<file path="src/hdl/isp_pkg.sv">
// Package for the infix-to-postfix converter: payload structs, character codes,
// precedence function and the command/status structs between controller and datapath.
// No dependencies.
package isp_pkg;

  localparam int STACK_DEPTH = 16;
  localparam int CNT_W       = $clog2(STACK_DEPTH + 1);
  localparam int ADDR_W      = $clog2(STACK_DEPTH);

  localparam logic [7:0] CH_POW    = 8'h5E;  // '^'
  localparam logic [7:0] CH_LPAREN = 8'h28;  // '('
  localparam logic [7:0] CH_RPAREN = 8'h29;  // ')'
  localparam logic [7:0] CH_MUL    = 8'h2A;  // '*'
  localparam logic [7:0] CH_DIV    = 8'h2F;  // '/'
  localparam logic [7:0] CH_ADD    = 8'h2B;  // '+'
  localparam logic [7:0] CH_SUB    = 8'h2D;  // '-'

  localparam logic [1:0] PREC_NONE = 2'd0;
  localparam logic [1:0] PREC_ADD  = 2'd1;
  localparam logic [1:0] PREC_MUL  = 2'd2;
  localparam logic [1:0] PREC_POW  = 2'd3;

  typedef struct packed {
    logic [7:0] in_char;
    logic       end_of_expr;
  } in_item_t;

  typedef struct packed {
    logic [7:0] out_char;
    logic       char_valid;
    logic       last_of_run;
    logic       expr_done;
    logic       overflow;
  } out_item_t;

  // Controller to datapath
  typedef struct packed {
    logic load;      // capture the accepted input item
    logic push;      // push current char (dropped and flagged when full)
    logic pop;       // drop top of stack
    logic emit;      // place a char in the pending slot
    logic emit_top;  // emit source: 1 top of stack, 0 current char
    logic finish;    // close the run: send pending as last, or a bare marker
  } ctrl_cmd_t;

  // Datapath to controller
  typedef struct packed {
    logic       cur_lparen;
    logic       cur_rparen;
    logic [1:0] cur_prec;
    logic       top_lparen;
    logic       pops_cur;     // top outranks or equals the current operator
    logic       stack_empty;
    logic       pend_full;
    logic       out_free;
    logic       end_flag;
  } dp_status_t;

  function automatic logic [1:0] prec(input logic [7:0] c);
    logic [1:0] p;
    p = PREC_NONE;
    unique case (c)
      CH_POW:         p = PREC_POW;
      CH_MUL, CH_DIV: p = PREC_MUL;
      CH_ADD, CH_SUB: p = PREC_ADD;
      default:        p = PREC_NONE;
    endcase
    return p;
  endfunction

endpackage

</file>
<file path="src/hdl/infix_to_postfix_converter.sv">
// Infix-to-postfix converter (shunting-yard) top level: controller plus datapath.
// Depends on isp_pkg, isp_ctrl and isp_dp. Items are taken one at a time: the next is
// accepted only once the last has been classified, its pops and push done and, at an
// end of expression, the stack flushed. Operators pop one per cycle while the output
// is not stalled. Reset (rst, synchronous): empty stack, clear overflow, drop any
// pending result.
module infix_to_postfix_converter (
  input  logic               clk,
  input  logic               rst,
  input  logic               in_valid,
  output logic               in_ready,
  input  isp_pkg::in_item_t  in_data,
  output logic               out_valid,
  input  logic               out_ready,
  output isp_pkg::out_item_t out_data
);

  // Command and status buses between the two halves
  isp_pkg::ctrl_cmd_t  cmd;
  isp_pkg::dp_status_t st;

  // Sequence one input character at a time: classify it, pop what it releases,
  // push it if it is an operator or '(', flush on end of expression, then
  // release the held last result with its end flags.
  isp_ctrl u_ctrl (
    .clk      (clk),
    .rst      (rst),
    .in_valid (in_valid),
    .in_ready (in_ready),
    .st       (st),
    .cmd      (cmd)
  );

  // Hold the operator stack, the pending result and the output register.
  // The output register frees the input side: a new character may transfer
  // while a finished result still waits for out_ready.
  isp_dp u_dp (
    .clk       (clk),
    .rst       (rst),
    .in_data   (in_data),
    .cmd       (cmd),
    .st        (st),
    .out_valid (out_valid),
    .out_ready (out_ready),
    .out_data  (out_data)
  );

endmodule

</file>
<file path="src/hdl/isp_dp.sv">
// Datapath of the infix-to-postfix converter: input latch, operator stack memory,
// pending result slot, output register and sticky overflow flag. Uses isp_pkg.
module isp_dp (
  input  logic                clk,
  input  logic                rst,
  input  isp_pkg::in_item_t   in_data,
  input  isp_pkg::ctrl_cmd_t  cmd,
  output isp_pkg::dp_status_t st,
  output logic                out_valid,
  input  logic                out_ready,
  output isp_pkg::out_item_t  out_data
);

  logic [7:0]               cur_char;
  logic                     end_flag;
  logic [7:0]               stack_mem [isp_pkg::STACK_DEPTH];
  logic [7:0]               top;
  logic [isp_pkg::CNT_W-1:0] count;
  logic [isp_pkg::CNT_W-1:0] below_top;
  logic [7:0]               pend_char;
  logic                     pend_full;
  logic                     ovf;
  logic                     full;
  logic                     out_free;

  assign full      = (count == isp_pkg::CNT_W'(isp_pkg::STACK_DEPTH));
  assign below_top = count - isp_pkg::CNT_W'(2);
  assign out_free  = !out_valid || out_ready;

  always_comb begin
    st.cur_lparen  = (cur_char == isp_pkg::CH_LPAREN);
    st.cur_rparen  = (cur_char == isp_pkg::CH_RPAREN);
    st.cur_prec    = isp_pkg::prec(cur_char);
    st.top_lparen  = (top == isp_pkg::CH_LPAREN);
    st.pops_cur    = (isp_pkg::prec(cur_char) <= isp_pkg::prec(top));
    st.stack_empty = (count == '0);
    st.pend_full   = pend_full;
    st.out_free    = out_free;
    st.end_flag    = end_flag;
  end

  // input latch
  always_ff @(posedge clk) begin
    if (cmd.load) begin
      cur_char <= in_data.in_char;
      end_flag <= in_data.end_of_expr;
    end
  end

  // stack memory: one write port, one registered read port feeding top
  always_ff @(posedge clk) begin
    if (cmd.push && !full) begin
      stack_mem[count[isp_pkg::ADDR_W-1:0]] <= cur_char;
      top <= cur_char;
    end else if (cmd.pop) begin
      top <= stack_mem[below_top[isp_pkg::ADDR_W-1:0]];
    end
  end

  always_ff @(posedge clk) begin
    if (rst) begin
      count <= '0;
    end else if (cmd.push && !full) begin
      count <= count + isp_pkg::CNT_W'(1);
    end else if (cmd.pop) begin
      count <= count - isp_pkg::CNT_W'(1);
    end
  end

  always_ff @(posedge clk) begin
    if (rst) begin
      ovf <= 1'b0;
    end else if (cmd.push && full) begin
      ovf <= 1'b1;
    end else if (cmd.finish && end_flag) begin
      ovf <= 1'b0;
    end
  end

  // pending slot: holds the newest char until we know whether it ends the run
  always_ff @(posedge clk) begin
    if (rst) begin
      pend_full <= 1'b0;
    end else if (cmd.emit) begin
      pend_full <= 1'b1;
    end else if (cmd.finish) begin
      pend_full <= 1'b0;
    end
  end

  always_ff @(posedge clk) begin
    if (cmd.emit) begin
      pend_char <= cmd.emit_top ? top : cur_char;
    end
  end

  // output register
  always_ff @(posedge clk) begin
    if (rst) begin
      out_valid <= 1'b0;
    end else if ((cmd.emit && pend_full) || (cmd.finish && (pend_full || end_flag))) begin
      out_valid <= 1'b1;
    end else if (out_ready) begin
      out_valid <= 1'b0;
    end
  end

  always_ff @(posedge clk) begin
    if (cmd.emit && pend_full) begin
      out_data <= '{out_char: pend_char, char_valid: 1'b1, last_of_run: 1'b0,
                    expr_done: 1'b0, overflow: ovf};
    end else if (cmd.finish && pend_full) begin
      out_data <= '{out_char: pend_char, char_valid: 1'b1, last_of_run: 1'b1,
                    expr_done: end_flag, overflow: ovf};
    end else if (cmd.finish && end_flag) begin
      out_data <= '{out_char: 8'h00, char_valid: 1'b0, last_of_run: 1'b1,
                    expr_done: 1'b1, overflow: ovf};
    end
  end

endmodule

</file>
<file path="src/hdl/isp_ctrl.sv">
// Controller of the infix-to-postfix converter: one-hot state machine that
// sequences pops, pushes and result release. Uses isp_pkg.
module isp_ctrl (
  input  logic                clk,
  input  logic                rst,
  input  logic                in_valid,
  output logic                in_ready,
  input  isp_pkg::dp_status_t st,
  output isp_pkg::ctrl_cmd_t  cmd
);

  typedef enum logic [5:0] {
    S_IDLE   = 6'b000001,
    S_PROC   = 6'b000010,
    S_RPAREN = 6'b000100,
    S_OPPOP  = 6'b001000,
    S_FLUSH  = 6'b010000,
    S_FINISH = 6'b100000
  } state_t;

  state_t state;
  state_t state_next;
  logic   emit_ok;
  logic   fin_ok;
  state_t after_char;

  assign emit_ok    = !st.pend_full || st.out_free;
  assign fin_ok     = !(st.pend_full || st.end_flag) || st.out_free;
  assign after_char = st.end_flag ? S_FLUSH : S_FINISH;

  always_comb begin
    cmd        = '0;
    in_ready   = 1'b0;
    state_next = state;
    unique case (state)
      S_IDLE: begin
        in_ready = 1'b1;
        if (in_valid) begin
          cmd.load   = 1'b1;
          state_next = S_PROC;
        end
      end
      S_PROC: begin
        if (st.cur_lparen) begin
          cmd.push   = 1'b1;
          state_next = after_char;
        end else if (st.cur_rparen) begin
          state_next = S_RPAREN;
        end else if (st.cur_prec != isp_pkg::PREC_NONE) begin
          state_next = S_OPPOP;
        end else if (emit_ok) begin
          cmd.emit   = 1'b1;
          state_next = after_char;
        end
      end
      S_RPAREN: begin
        if (!st.stack_empty && !st.top_lparen) begin
          if (emit_ok) begin
            cmd.emit     = 1'b1;
            cmd.emit_top = 1'b1;
            cmd.pop      = 1'b1;
          end
        end else begin
          cmd.pop    = !st.stack_empty;
          state_next = after_char;
        end
      end
      S_OPPOP: begin
        if (!st.stack_empty && !st.top_lparen && st.pops_cur) begin
          if (emit_ok) begin
            cmd.emit     = 1'b1;
            cmd.emit_top = 1'b1;
            cmd.pop      = 1'b1;
          end
        end else begin
          cmd.push   = 1'b1;
          state_next = after_char;
        end
      end
      S_FLUSH: begin
        if (!st.stack_empty) begin
          if (emit_ok) begin
            cmd.emit     = 1'b1;
            cmd.emit_top = 1'b1;
            cmd.pop      = 1'b1;
          end
        end else begin
          state_next = S_FINISH;
        end
      end
      S_FINISH: begin
        if (fin_ok) begin
          cmd.finish = 1'b1;
          in_ready   = 1'b1;
          if (in_valid) begin
            cmd.load   = 1'b1;
            state_next = S_PROC;
          end else begin
            state_next = S_IDLE;
          end
        end
      end
      default: begin
        state_next = S_IDLE;
      end
    endcase
  end

  always_ff @(posedge clk) begin
    if (rst) begin
      state <= S_IDLE;
    end else begin
      state <= state_next;
    end
  end

endmodule

</file>
<file path="config.mk">
export PLATFORM = sky130hd
export DESIGN_NAME = infix_to_postfix_converter
export DESIGN_NICKNAME = d
export VERILOG_FILES = /design/src/hdl/isp_pkg.sv /design/src/hdl/infix_to_postfix_converter.sv /design/src/hdl/isp_dp.sv /design/src/hdl/isp_ctrl.sv
export SDC_FILE = /design/constraint.sdc
export NUM_CORES = 1
export LEC_CHECK = 0
export BUFFER_PORTS_ARGS = -buffer_cell sky130_fd_sc_hd__buf_2
export CORE_UTILIZATION = 59
export CTS_CLUSTER_DIAMETER = 40
export DETAILED_ROUTE_END_ITERATION = 12
export PLACE_DENSITY = 0.76
export REMOVE_ABC_BUFFERS = 1
export SYNTH_ARGS = -nofsm -noshare
export SYNTH_HDL_FRONTEND = slang
export SYNTH_SLANG_ARGS = --single-unit
</file>
<file path="constraint.sdc">
create_clock -name clk -period 5.5 [get_ports clk]
set_input_delay 0.825 -clock clk [delete_from_list [all_inputs] [get_ports clk]]
set_output_delay 0.825 -clock clk [all_outputs]
set_load 0.01 [all_outputs]
</file>
==> results.json <==
{
  "grt_usage": 0.2535,
  "synth_xor_area_frac": 0.007926,
  "wl_per_cell_um": 22.26,
  "synthToLayoutAreaGrowth_pct": 12.21,
  "drt_first_pass_iters": 5,
  "rsz0062_at_grt": "no",
  "max-vdd-ir-drop_uv": 285.3,
  "p_leak_nw": 2.872,
  "clock-sinks": 179,
  "synth_cells": 473,
  "syn_area_um2": 7735,
  "htree_num_levels": 4,
  "rrSetupSlack_ns": 0.78,
  "finalCritPeriodShare": 0.8586,
  "diodes": 0,
  "rr_startpoint": "u_dp.cur_char[5]",
  "grt_pass1_vias": 4158,
  "cts_tree": "done",
  "critPathMaxFanout": 22,
  "nFillCells": 849,
  "syn_area_per_cell_um2": 16.35,
  "synth-compound-area-share": 0.05241,
  "arrival_ns": 5.04,
  "drive_above_1_share": 0.2481,
  "drv_cap": 0,
  "max_stage_delay_ns": 0.76,
  "final_cell_mix": "162 x edfxtp_1, 41 x nand2_1, 40 x mux4_2",
  "skew_ns": 0.01347,
  "yosysTopAreaCellShare": 0.6289,
  "crit_chain": "or3b_4, o21a_1, o21ai_0, and3_1, ha_1, nor2b_1, a2bb2oi_1, o31a_1, o21bai_4, clkinv_4, fa_1, inv_1, a21o_1, a21oi_1, mux2i_1, mux2_1",
  "tns_ns": 0,
  "drtIter0Drc": 535,
  "die-area_um2": 13570,
  "clk_latency_ns": 0.43,
  "power_mw": 2.906,
  "hold_viol": 0,
  "cts-root-buf": "clkbuf_16",
  "synth_top_cell_by_area": "edfxtp_1",
  "status": "finished, final reports clean",
  "report.final.slew_viol_count": 0,
  "gp_congestion": 0.8640,
  "crit_type": "reg -> reg",
  "grt-ovfl-total": 0,
  "power_density_nw_per_um2": 334.8,
  "worstMarginPinSlew_ns": 1.151,
  "synth_seq_area_share": 0.6729,
  "yosys_warnings": 0,
  "route.vias.total": 4379,
  "multiInputGateArea_um2": 2380,
  "worstSetupEndpoint": "u_dp.count[4]",
  "cts_resized": 0,
  "grt_max_degree": 38,
  "remaining_drc_errors": 0,
  "critPathLaunchType": "register",
  "vias_per_cell": 6.328,
  "drtAntennaViolNets": 0,
  "ios": 27,
  "finalNetCount": 528,
  "final_common_cell": "edfxtp_1",
  "slew_headroom": 0.2302,
  "synth_top_flop_cell": "edfxtp_1",
  "cp_slowest_cell": "edfxtp_1",
  "cts_hold_buf": 0,
  "synth_edf_count": 162,
  "fp.coreArea_um2": 12720,
  "setup_viol": 0,
  "clkTransAtPathRegs_ns": 0.07,
  "worst-r2r-cell-count": 16,
  "cp.required_ns": 5.82,
  "min_period_ns": 4.723,
  "cts_made_buffers": 17,
  "hold_path.class": "reg -> reg",
  "fp.dieH_um": 116.5,
  "synth_top_family_by_area": "multiplexers",
  "grt_first_pass_wirelength_mm": 23.62,
  "ys_ff_latch": 179,
  "fmax_mhz": 211.8,
  "cts_setup_buffers": 0,
  "portBuffers": 26,
  "synth_mux_area_frac": 0.1322,
  "wirelength_mm": 15.41,
  "synth-simple-area-share": 0.09997,
  "synth.area.top_cells": "edfxtp_1 63%, mux4_2 12%, dfxtp_1 4.4%",
  "cts_buffer_depth": 2,
  "rows": 41,
  "end_kind": "register",
  "r2r_end": "u_dp.count[4]",
  "crit_start": "u_dp.cur_char[5]",
  "start_util": 0.6080,
  "ff_latch_area_um2": 5206,
  "synthAdderAreaFrac": 0.01391,
  "synthDistinctLibCells": 63,
  "dpl.hpwl_mm": 9.780,
  "antenna_found_initial": 0,
  "die_width_um": 116.5,
  "async_flop_share": 0
}
[worst min path at each step]
stage	start	to	slack, ns	cells past startpoint
after floorplan	u_dp.ovf	u_dp.ovf	0.43	2
after global placement	u_dp.out_data[1]	u_dp.out_data[1]	0.43	2
after detailed placement	u_dp.out_data[1]	u_dp.out_data[1]	0.44	2
after CTS	u_dp.out_data[1]	u_dp.out_data[1]	0.46	2
after global routing	u_dp.out_data[1]	u_dp.out_data[1]	0.47	2
final	u_dp.out_data[1]	u_dp.out_data[1]	0.45	2
[flip-flops by register name, summed over array words and instances (netlist names)]
| name | flops |
|---|---|
| u_ctrl.state | 6 |
| u_dp.count | 5 |
| u_dp.cur_char | 8 |
| u_dp.end_flag | 1 |
| u_dp.out_data | 12 |
| u_dp.out_valid | 1 |
| u_dp.ovf | 1 |
| u_dp.pend_char | 8 |
| u_dp.pend_full | 1 |
| u_dp.stack_mem | 128 |
| u_dp.top | 8 |
[per-layer routing]
| metal | GRT usage | part of all wire | up-vias |
|---|---|---|---|
| met4 | 0.09487 | 0.0097 | 0 |
| met5 | 0 | 0 | - |
| met1 | 0.3619 | 0.41 | 2200 |
| met3 | 0.06383 | 0.090 | 13 |
| li1 | - | - | 1946 |
| met2 | 0.3815 | 0.49 | 220 |
[stage by stage]
| stage | hold slack [ns] | std cells | cell area [um2] | setup WS [ns] | utilization |
|---|---|---|---|---|---|
| global placement | 0.4302 | 660 | 8064 | 0.9409 | 0.6339 |
| floorplan | 0.4255 | 452 | 7632 | 1.312 | - |
| CTS | 0.4560 | 692 | 8680 | 0.8138 | 0.6822 |
| finish | 0.4487 | 692 | 8680 | 0.7775 | 0.6822 |
| global route | 0.4707 | 692 | 8680 | 0.4911 | 0.6822 |
| detailed placement | 0.4393 | 660 | 8064 | 0.8207 | 0.6339 |
[cell type report]
| cell class | count | area share |
|---|---|---|
| Inverter | 14 | 0.006631 |
| Multi-Input combinational cell | 259 | 0.2742 |
| Clock inverter | 12 | 0.01946 |
| Clock buffer | 20 | 0.05146 |
| Tap cell | 172 | 0.02479 |
| Sequential cell | 179 | 0.5998 |
| Timing Repair Buffer | 36 | 0.02364 |
[power by group]
part	internal, mW	switching, mW	leakage (nW)
logic	0.0366	0.0541	0.955
clock network	0.739	0.517	0.295
registers	1.51	0.0451	1.62
total	2.29	0.616	2.87
[kinds of logic after synthesis]
group / count (synthesis)
AOI/OAI and AO/OA: 60
xor gates and xnor gates: 7
adders and majority gates: 8
buffers and inverters: 35
DFF: 179
muxes: 51
and+or+nand+nor: 133
[critical path: cells and delay by family (launching register included)]
kind	cells	cell delay, ns
simple gates	3	0.80
fa+ha+maj	2	0.75
buf+inv	2	0.33
mux	2	0.49
flops	1	0.76
compound gates	7	1.49
[synth_stat cells, drive strengths merged, types with 3 or more instances]
cell and number:
ha 7, and3 4, clkbuf 9, or3 4
nor3 6, nor4b 5, nor2b 5, nor2 23
buf 12, o32ai 3, o31ai 3, nand2 41
nor4 7, o21a 4, a21oi 20, edfxtp 162
nor3b 11, nand2b 4, inv 13, nand3 7
dfxtp 17, xor2 5, mux4 40, mux2 9
nand4b 5, and2 3, o21ai 10
Note: power is estimated with default switching activity, not from simulation.
